File: src/sme_pkg.sv
`timescale 1ns / 1ps
// Shared types, opcodes and sizes for the stack machine executor.
// No dependencies; imported by every module of the block.
package sme_pkg;

  localparam int STACK_DEPTH = 128;
  localparam int WORD_W      = 32;
  localparam int SP_W        = $clog2(STACK_DEPTH + 1);
  localparam int IDX_W       = $clog2(STACK_DEPTH);
  localparam int DEPTH_OUT_W = 8;
  localparam int QDEPTH      = 2;
  localparam int QPTR_W      = $clog2(QDEPTH);
  localparam int QCNT_W      = $clog2(QDEPTH + 1);

  localparam logic [7:0] OPC_HALT  = 8'd0;
  localparam logic [7:0] OPC_PUSH  = 8'd1;
  localparam logic [7:0] OPC_ADD   = 8'd2;
  localparam logic [7:0] OPC_SUB   = 8'd3;
  localparam logic [7:0] OPC_MUL   = 8'd4;
  localparam logic [7:0] OPC_DIV   = 8'd5;
  localparam logic [7:0] OPC_MOD   = 8'd6;
  localparam logic [7:0] OPC_RDINT = 8'd7;
  localparam logic [7:0] OPC_WRINT = 8'd8;
  localparam logic [7:0] OPC_RDCHR = 8'd9;
  localparam logic [7:0] OPC_WRCHR = 8'd10;

  typedef enum logic [3:0] {
    K_NOP, K_HALT, K_PUSH, K_ADD, K_SUB, K_MUL, K_DIV, K_MOD, K_WRITE
  } instr_kind_e;

  typedef enum logic [1:0] {
    ERR_NONE  = 2'd0,
    ERR_OVER  = 2'd1,
    ERR_UNDER = 2'd2,
    ERR_DIVZ  = 2'd3
  } err_e;

  typedef enum logic [1:0] {
    ST_IDLE, ST_EXEC, ST_DIV
  } back_state_e;

  typedef struct packed {
    instr_kind_e         kind;
    logic                is_char;
    logic [WORD_W-1:0]   value;
    logic                last;
  } instr_t;

  typedef struct packed {
    logic              start;
    logic              is_mod;
    logic [WORD_W-1:0] dividend;
    logic [WORD_W-1:0] divisor;
  } div_req_t;

  typedef struct packed {
    logic              done;
    logic [WORD_W-1:0] result;
  } div_rsp_t;

  typedef struct packed {
    logic                   out_valid;
    logic                   out_is_char;
    logic [WORD_W-1:0]      out_value;
    logic                   halted;
    err_e                   error;
    logic [DEPTH_OUT_W-1:0] stack_depth;
  } result_t;

endpackage

File: src/sme_front.sv
`timescale 1ns / 1ps
// Front end: accepts input words, decodes the opcode and operand, and holds
// decoded instructions in a short queue for the back end. Uses sme_pkg.
module sme_front (
  input  logic            clk_i,
  input  logic            rst_ni,
  input  logic            push_i,
  output logic            full_o,
  input  logic [7:0]      cmd_i,
  input  logic [23:0]     immediate_i,
  input  logic [31:0]     read_value_i,
  input  logic            end_of_program_i,
  output logic            q_valid_o,
  output sme_pkg::instr_t q_word_o,
  input  logic            q_pop_i
);
  import sme_pkg::*;

  instr_t              dec;
  instr_t              slot_q [QDEPTH];
  logic [QPTR_W-1:0]   wr_q, rd_q;
  logic [QCNT_W-1:0]   cnt_q, cnt_d;
  logic                acc, pop;

  always_comb begin
    dec.kind    = K_NOP;
    dec.is_char = 1'b0;
    dec.value   = read_value_i;
    dec.last    = end_of_program_i;
    case (cmd_i)
      OPC_HALT: dec.kind = K_HALT;
      OPC_PUSH: begin
        dec.kind  = K_PUSH;
        dec.value = {{8{immediate_i[23]}}, immediate_i};
      end
      OPC_ADD:   dec.kind = K_ADD;
      OPC_SUB:   dec.kind = K_SUB;
      OPC_MUL:   dec.kind = K_MUL;
      OPC_DIV:   dec.kind = K_DIV;
      OPC_MOD:   dec.kind = K_MOD;
      OPC_RDINT: dec.kind = K_PUSH;
      OPC_RDCHR: begin
        dec.kind  = K_PUSH;
        dec.value = {{24{read_value_i[7]}}, read_value_i[7:0]};
      end
      OPC_WRINT: dec.kind = K_WRITE;
      OPC_WRCHR: begin
        dec.kind    = K_WRITE;
        dec.is_char = 1'b1;
      end
      default: dec.kind = K_NOP;
    endcase
  end

  assign full_o    = (cnt_q == QCNT_W'(QDEPTH));
  assign q_valid_o = (cnt_q != '0);
  assign q_word_o  = slot_q[rd_q];
  assign acc       = push_i && !full_o;
  assign pop       = q_pop_i && q_valid_o;

  always_comb begin
    cnt_d = cnt_q;
    if (acc && !pop) begin
      cnt_d = cnt_q + QCNT_W'(1);
    end else if (pop && !acc) begin
      cnt_d = cnt_q - QCNT_W'(1);
    end
  end

  always_ff @(posedge clk_i or negedge rst_ni) begin
    if (!rst_ni) begin
      cnt_q <= '0;
      wr_q  <= '0;
      rd_q  <= '0;
    end else begin
      cnt_q <= cnt_d;
      if (acc) begin
        wr_q <= (wr_q == QPTR_W'(QDEPTH - 1)) ? '0 : wr_q + QPTR_W'(1);
      end
      if (pop) begin
        rd_q <= (rd_q == QPTR_W'(QDEPTH - 1)) ? '0 : rd_q + QPTR_W'(1);
      end
    end
  end

  always_ff @(posedge clk_i) begin
    if (acc) begin
      slot_q[wr_q] <= dec;
    end
  end

  a_cnt_range: assert property (@(posedge clk_i) disable iff (!rst_ni)
    cnt_q <= QCNT_W'(QDEPTH))
    else $error("queue count out of range");
  a_cnt_track: assert property (@(posedge clk_i) disable iff (!rst_ni)
    (acc && !pop) |=> (cnt_q == $past(cnt_q) + QCNT_W'(1)))
    else $error("queue count lost a word");
  a_ptr_gap: assert property (@(posedge clk_i) disable iff (!rst_ni)
    (cnt_q == '0) |-> (wr_q == rd_q))
    else $error("queue pointers disagree with empty count");

endmodule

File: config.mk
export PLATFORM = sky130hd
export DESIGN_NAME = sme_front
export DESIGN_NICKNAME = d
export VERILOG_FILES = /design/src/sme_pkg.sv /design/src/sme_front.sv
export SDC_FILE = /design/constraint.sdc
export NUM_CORES = 1
export LEC_CHECK = 0
export BUFFER_PORTS_ARGS = -buffer_cell sky130_fd_sc_hd__buf_2
export CAP_MARGIN = 10
export CORE_MARGIN = 5
export CORE_UTILIZATION = 50
export DETAILED_ROUTE_END_ITERATION = 10
export GPL_TIMING_DRIVEN = 0
export PLACE_DENSITY = 0.78
export SYNTH_ARGS = -nofsm -noshare
export SYNTH_HDL_FRONTEND = slang
export SYNTH_SLANG_ARGS = --single-unit
export TNS_END_PERCENT = 30
File: constraint.sdc
create_clock -name clk_i -period 6.4 [get_ports clk_i]
set_input_delay 1.92 -clock clk_i [delete_from_list [all_inputs] [get_ports clk_i]]
set_output_delay 1.92 -clock clk_i [all_outputs]
set_load 0.05 [all_outputs]
==> results of run 1 <==
==> final cells by class <==
type                    instances  area, um2
clock inverters                 5       72.6
repair buffers                110        581
fillers                       539       2410
multi-input cells             130       1080
flip-flops and latches         80       2380
clock buffers                  10        128
plain buffers                  12       51.3
well taps                      96        120
inverters                       3       11.3
==> synthesized netlist by cell type (2+ instances only) <==
cell type	instances
and2_1	2
nand2b_1	16
o21a_1	9
a31oi_1	15
xor2_1	3
clkbuf_1	8
inv_1	3
nand2_1	4
mux2_2	46
nor3_1	2
dfrtp_1	4
buf_2	2
nor2_1	3
edfxtp_1	76
a21oi_1	15
xnor2_1	3
==> power breakdown <==
group,total (mW),internal [mW],switching [mW]
registers,0.752,0.716,0.0358
clock network,0.378,0.214,0.163
logic,0.907,0.262,0.645
==> per-layer routing <==
layer | up-vias | GRT usage (%) | routed length, um
met5 | - | 0 | 0
met1 | 1125 | 22.9 | 3220
li1 | 1105 | - | -
met4 | 0 | 7.70 | 116
met3 | 10 | 4.33 | 516
met2 | 90 | 29.3 | 3680
==> state kept, by name (all words and copies together), names as in the netlist <==
signal,flops
wr_q,1
rd_q,1
slot_q,76
cnt_q,2
==> path summary, 6_finish.rpt <==
check	startpoint	to	slack, ns	cells after the start
worst max-delay path	rd_q	q_word_o[21]	2.12	4
worst min-delay path	cnt_q[1]	cnt_q[1]	0.51	1
worst max register to register	cnt_q[0]	slot_q[0][13]	4.70	4
worst min register to register	cnt_q[1]	cnt_q[1]	0.51	1
max in group asynchronous	rst_ni	rd_q	4.90	1
min in group asynchronous	rst_ni	cnt_q[1]	1.38	1
==> worst max-delay path, cell delays in order, from the launching register on <==
cell	delay [ns]
dfrtp_1	0.39
clkbuf_1	0.49
buf_1	0.52
mux2_2	0.42
buf_2	0.21
==> cell families (layout without fill, tap and decap cells) <==
logic type	count (synthesis)	after routing	share of synthesized area, %
buf+inv	15	140	1.78
mux	47	47	15.0
xor+xnor	6	6	1.49
simple gates	35	35	6.48
fa+ha+maj	1	1	0.356
flops	80	80	67.8
compound gates	41	41	7.12
==> metrics.csv, run 1 <==
metric,value,unit
status,completed,
clock tree sinks,80,
relative slew slack,41.2,%
number of library cell types mapped by synthesis,30,
clk_lat worst skew,0.33,ns
P&R area growth vs syn,25.9,%
Final Power,2.04,mW
vias per cell,5.22,
pre-CTS setup slack,2.44,ns
ys async rst share,5.00,%
Post-layout nets,416,
Die W,93.9,um
worst clock skew,0.00634,ns
Post-DP Area,4230,um2
# Post-CTS Setup Buffers,0,
H-tree depth,3,
Worst Setup Start Kind,register,
unrepaired setup endpoints after global routing,no,
fin crit share,67.0,%
1st-iter DRT viols,86,
DRT antenna net count,0,
IO buf count,108,
"Seq/Total Area, Yosys",67.8,%
max-cap violation count,0,
DRT Wirelength,7.53,mm
Final setup viols,0,
syn_nets,295,
crit-path max FO,10,
total track usage,18.0,%
pwr dens,460,nW/um2
DR vias,2330,
Post-synth EDFFs,76,
antenna cells,0,
crit end category,primary output,
Hold Buf Count CTS,0,
VDD IR-drop max,305,uV
Util after Layout,64.8,%
share of cells above drive strength 1,50.9,%
Avg WL per Cell,16.9,um
Remaining DRCs,0,
mapped cell area,3520,um2
HP Class,reg2reg,
post-CTS sizing,0,
HPWL Detailed,5.59,mm
Critical Path RT,4.48,ns
Yosys top cell area share,64.9,%
Synth area leader,edfxtp_1,
slew of the pin with the lowest slew margin,0.881,ns
Ys Warns,0,
Die ar.,8810,um2
"most common cell after layout, fill and taps aside",buf_2,
Yosys reg bits,80,
CTS tree,done,
worst hold slack,0.510,ns
Pins Over Slew Limit,0,
Post-Layout Inst Area,4430,um2
Lkg Pwr,1.71,nW
IO Pins,109,
total CTS buffers,9,
Clock Root Buffer,clkbuf_8,
leading post-synthesis cells by cell area,"edfxtp_1, mux2_2, dfrtp_1",
gpl congestion,0.809,
final worst slack,2.12,ns
pin count of the biggest net entering global routing,25,
total grt overflow,0,
Core Area,6830,um2
starting density of the core,51.5,%
fin crit period,4.28,ns
WS Path Type,reg2out,
filler-free cell count of the finished design,446,
vias in the first global route,2516,
placed insts,431,
Cells after Synth,225,
CTS max path bufs,2,
Achievable Freq,233,MHz
Fin Setup TNS,0,ns
Syn Area/Cell,15.6,um2
row cnt,30,
clock slew at reported path FFs,0.07,ns
main flop type after synthesis,edfxtp_1,
most frequent cells in the layout,"buf_2, edfxtp_1, mux2_2, nand2b_1",
Chip Height,93.9,um
Hold Fails Final Rpt,0,
drt first pass iters,4,
Worst EP arrival,2.36,ns
wire length of the first global-routing pass,12.0,mm
initial antenna violation count,0,
(Power assumes the default switching activity.)
==> run 2, diff against run 1 <==
--- a/config.mk
+++ b/config.mk
@@ -5,13 +5,14 @@
 export SDC_FILE = /design/constraint.sdc
 export NUM_CORES = 1
 export LEC_CHECK = 0
+export ABC_AREA = 1
 export BUFFER_PORTS_ARGS = -buffer_cell sky130_fd_sc_hd__buf_2
 export CAP_MARGIN = 10
 export CORE_MARGIN = 5
 export CORE_UTILIZATION = 50
 export DETAILED_ROUTE_END_ITERATION = 10
 export GPL_TIMING_DRIVEN = 0
-export PLACE_DENSITY = 0.78
+export PLACE_DENSITY = 0.77
 export SYNTH_ARGS = -nofsm -noshare
 export SYNTH_HDL_FRONTEND = slang
 export SYNTH_SLANG_ARGS = --single-unit
==> constraint.sdc (replaced) <==
create_clock -name clk_i -period 4.4 [get_ports clk_i]
set_input_delay 1.32 -clock clk_i [delete_from_list [all_inputs] [get_ports clk_i]]
set_output_delay 1.32 -clock clk_i [all_outputs]
set_load 0.05 [all_outputs]
==> run 2 against run 1 <==
Net effect: largest cell class unchanged; via count increased by 31%; first-iteration DRC count rose by 81%; highest routed layer unchanged; sequential power up 45%; design area grew 6.1%; critical path type unchanged; synthesized cell count increased by 73%; combinational power rose by 65%.
==> metrics.csv, run 2 <==
metric,value,unit,change
starting density of the core,51.6,%,was 51.5%
CP startpoint,rd_q,,unchanged
# Post-CTS Setup Buffers,0,,unchanged
syn_nets,459,,was 295
Cells after Synth,389,,was 225
fin crit period,3.42,ns,
most frequent cells in the layout,"nand2_1, buf_2, edfxtp_1, nand3_1, inv_1",,"was buf_2, edfxtp_1, mux2_2, nand2b_1"
"top cells by count, synth","nand2_1, edfxtp_1, nand3_1",,"was edfxtp_1, mux2_2, nand2b_1"
total CTS buffers,9,,unchanged
leading post-synthesis cells by cell area,"edfxtp_1, nand2_1, nand3_1",,"was edfxtp_1, mux2_2, dfrtp_1"
Reg with most FFs,slot_q,,unchanged
row cnt,31,,was 30
P&R area growth vs syn,25.4,%,was 25.9%
vias per cell,4.97,,was 5.22
worst clock skew,0.00481,ns,was 0.00634 ns
share of cells above drive strength 1,28.5,%,was 50.9%
filler-free cell count of the finished design,614,,was 446
fin crit share,77.6,%,
Die W,96.5,um,was 93.9 um
H-tree depth,3,,unchanged
Synth area leader,edfxtp_1,,unchanged
combinational share of power,47.1,%,was 44.5%
Post-layout nets,580,,was 416
Core Area,7250,um2,was 6830 um2
Sw Share,46.7,%,was 41.4%
hold path startpoint,cnt_q[0],,was cnt_q[1]
WS Path Type,reg2out,,unchanged
DRT Wirelength,8.92,mm,was 7.53 mm
clock slew at reported path FFs,0.08,ns,was 0.07 ns
Syn Area/Cell,9.62,um2,was 15.6 um2
routed wire length on met2,4.61,mm,was 3.68 mm
VDD IR-drop max,298,uV,was 305 uV
Reg power frac,34.3,%,was 36.9%
total track usage,19.9,%,was 18.0%
Avg WL per Cell,14.5,um,was 16.9 um
Lkg Pwr,2.30,nW,was 1.71 nW
wire length of the first global-routing pass,13.8,mm,was 12.0 mm
Top Layer Used,met4,,unchanged
CTS max path bufs,2,,unchanged
"most common cell after layout, fill and taps aside",nand2_1,,was buf_2
Worst Setup Start Kind,register,,unchanged
Clock power frac,18.6,%,was 18.5%
Yosys top cell area share,61.0,%,was 64.9%
initial antenna violation count,0,,unchanged
main flop type after synthesis,edfxtp_1,,unchanged
crit-path max FO,10,,unchanged
relative slew slack,49.7,%,was 41.2%
HPWL Detailed,6.57,mm,was 5.59 mm
CTS tree,done,,unchanged
met3 wire len,591,um,was 516 um
Post-DP Area,4470,um2,was 4230 um2
pin count of the biggest net entering global routing,28,,was 25
status,completed,,unchanged
M1 WL,3.50,mm,was 3.22 mm
Post-Synth Adder-Cell Area,0.334,%,was 0.356%
total grt overflow,0,,unchanged
IO buf count,108,,unchanged
post-synthesis mux area share,0,%,was 15.0%
post-CTS sizing,0,,unchanged
DRT antenna net count,0,,unchanged
unrepaired setup endpoints after global routing,no,,unchanged
most frequent cell after synthesis,nand2_1,,was edfxtp_1
crit end category,primary output,,unchanged
1st-iter DRT viols,156,,was 86
Yosys reg bits,80,,unchanged
gpl congestion,0.862,,was 0.809
ys async rst share,5.00,%,unchanged
Hold Fails Final Rpt,0,,unchanged
Internal,1.69,mW,was 1.19 mW
RR Startpoint,cnt_q[0],,unchanged
Die ar.,9320,um2,was 8810 um2
slew of the pin with the lowest slew margin,0.746,ns,was 0.881 ns
largest family of logic cells by synthesized area,simple AND/OR/NAND/NOR gates,,was multiplexers
Clock Root Buffer,clkbuf_8,,unchanged
CP max-delay cell,buf_1,,unchanged
placed insts,598,,was 431
antenna cells,0,,unchanged
vias in the first global route,3057,,"was 2,516"
Fin Setup TNS,0,ns,unchanged
post-synthesis xor/xnor area fraction,0.702,%,was 1.49%
Worst EP arrival,2.10,ns,was 2.36 ns
"Seq/Total Area, Yosys",63.6,%,was 67.8%
clk_lat worst skew,0.35,ns,was 0.33 ns
Hold Buf Count CTS,0,,unchanged
max-cap violation count,0,,unchanged
Achievable Freq,293,MHz,
clock tree sinks,80,,unchanged
Ys Warns,0,,unchanged
Synth Area in Simple Gates,28.1,%,was 6.48%
Post-synth EDFFs,76,,unchanged
Chip Height,96.5,um,was 93.9 um
Remaining DRCs,0,,unchanged
drt first pass iters,4,,unchanged
Critical Path RT,3.08,ns,was 4.48 ns
Top Registers,"slot_q: 76 flops, cnt_q: 2 flops",,unchanged
Net Sw Power,1.48,mW,was 0.844 mW
IO Pins,109,,unchanged
mapped cell area,3740,um2,was 3520 um2
DR vias,3054,,"was 2,330"
HP Class,reg2reg,,unchanged
pre-CTS setup slack,1.31,ns,was 2.44 ns
pwr dens,676,nW/um2,was 460 nW/um2
max incr delay on CP,0.45,ns,was 0.52 ns
worst-path cell chain,"clkbuf_1, buf_1, nand2_1, nand2_1, buf_2",,"was clkbuf_1, buf_1, mux2_2, buf_2"
Pins Over Slew Limit,0,,unchanged
Final Power,3.17,mW,was 2.04 mW
Post-Layout Inst Area,4690,um2,was 4430 um2
most frequent CP cell,nand2_1,,
number of library cell types mapped by synthesis,26,,was 30
max reg flops,76,,unchanged
final worst slack,0.983,ns,was 2.12 ns
Final setup viols,0,,unchanged
Synth Area in Compound Gates,1.04,%,was 7.12%
-- run 2: changes by cell type in the layout (fill, tap and decap cells not counted), sizes merged, moves of 9 or more --
cell / delta
nand3: +44
mux2: -46
a21oi: -14
inv: +29
o21a: -9
a31oi: -15
nand2: +188
nand2b: -16
-- run 2: cells by family after synthesis --
group | after synthesis
compound gates | 7
xor+xnor | 3
fa+ha+maj | 1
buf+inv | 49
flops | 80
simple gates | 249
-- run 2: path summary, 6_finish.rpt --
path | endpoint | slack (ns) | depth (start not counted)
max | q_word_o[35] | 0.98 | 5
min | cnt_q[0] | 0.52 | 1
max reg2reg | cnt_q[1] | 2.35 | 6
min reg2reg | cnt_q[0] | 0.52 | 1
max in group asynchronous | cnt_q[1] | 3.51 | 1
min in group asynchronous | cnt_q[0] | 0.76 | 1
-- run 2: per-layer routing --
layer  vias to the layer above  track usage, %
met4                         0            10.5
met3                        20            4.18
met1                      1417            23.8
li1                       1510               -
met2                       107            33.9
met5                         -               0
-- run 2: power by group through the flow --
| stage | sequential, mW | combinational, mW | clock [mW] |
|---|---|---|---|
| finish | 1.09 | 1.50 | 0.590 |
| global placement | 1.11 | 1.45 | 0 |
| floorplan | 1.10 | 1.10 | 0 |
| detailed placement | 1.10 | 1.51 | 0 |
| global route | 1.10 | 1.60 | 0.625 |
| CTS | 1.09 | 1.51 | 0.596 |
-- run 2: through the flow --
| stage | hold slack (ns) | util [%] |
|---|---|---|
| 5_1_grt | 0.526 | 64.7 |
| 6_report | 0.519 | 64.7 |
| 2_1_floorplan | 0.482 | - |
| 3_5_place_dp | 0.507 | 61.6 |
| 3_3_place_gp | 0.496 | 60.8 |
| 4_1_cts | 0.519 | 64.7 |
-- run 2: worst max-delay path, delay by kind of cell (launching register included) --
family	cells	cell delay (ns)
simple gates	2	0.22
flops	1	0.37
buf+inv	3	1.15
-- run 2: layout make-up --
cell class              count  area, um2
plain buffers              17        113
clock buffers              11        141
clock inverters             5       81.3
fillers                   599       2560
inverters                  32        120
multi-input cells         260       1140
flip-flops and latches     80       2380
well taps                  99        124
repair buffers            110        588
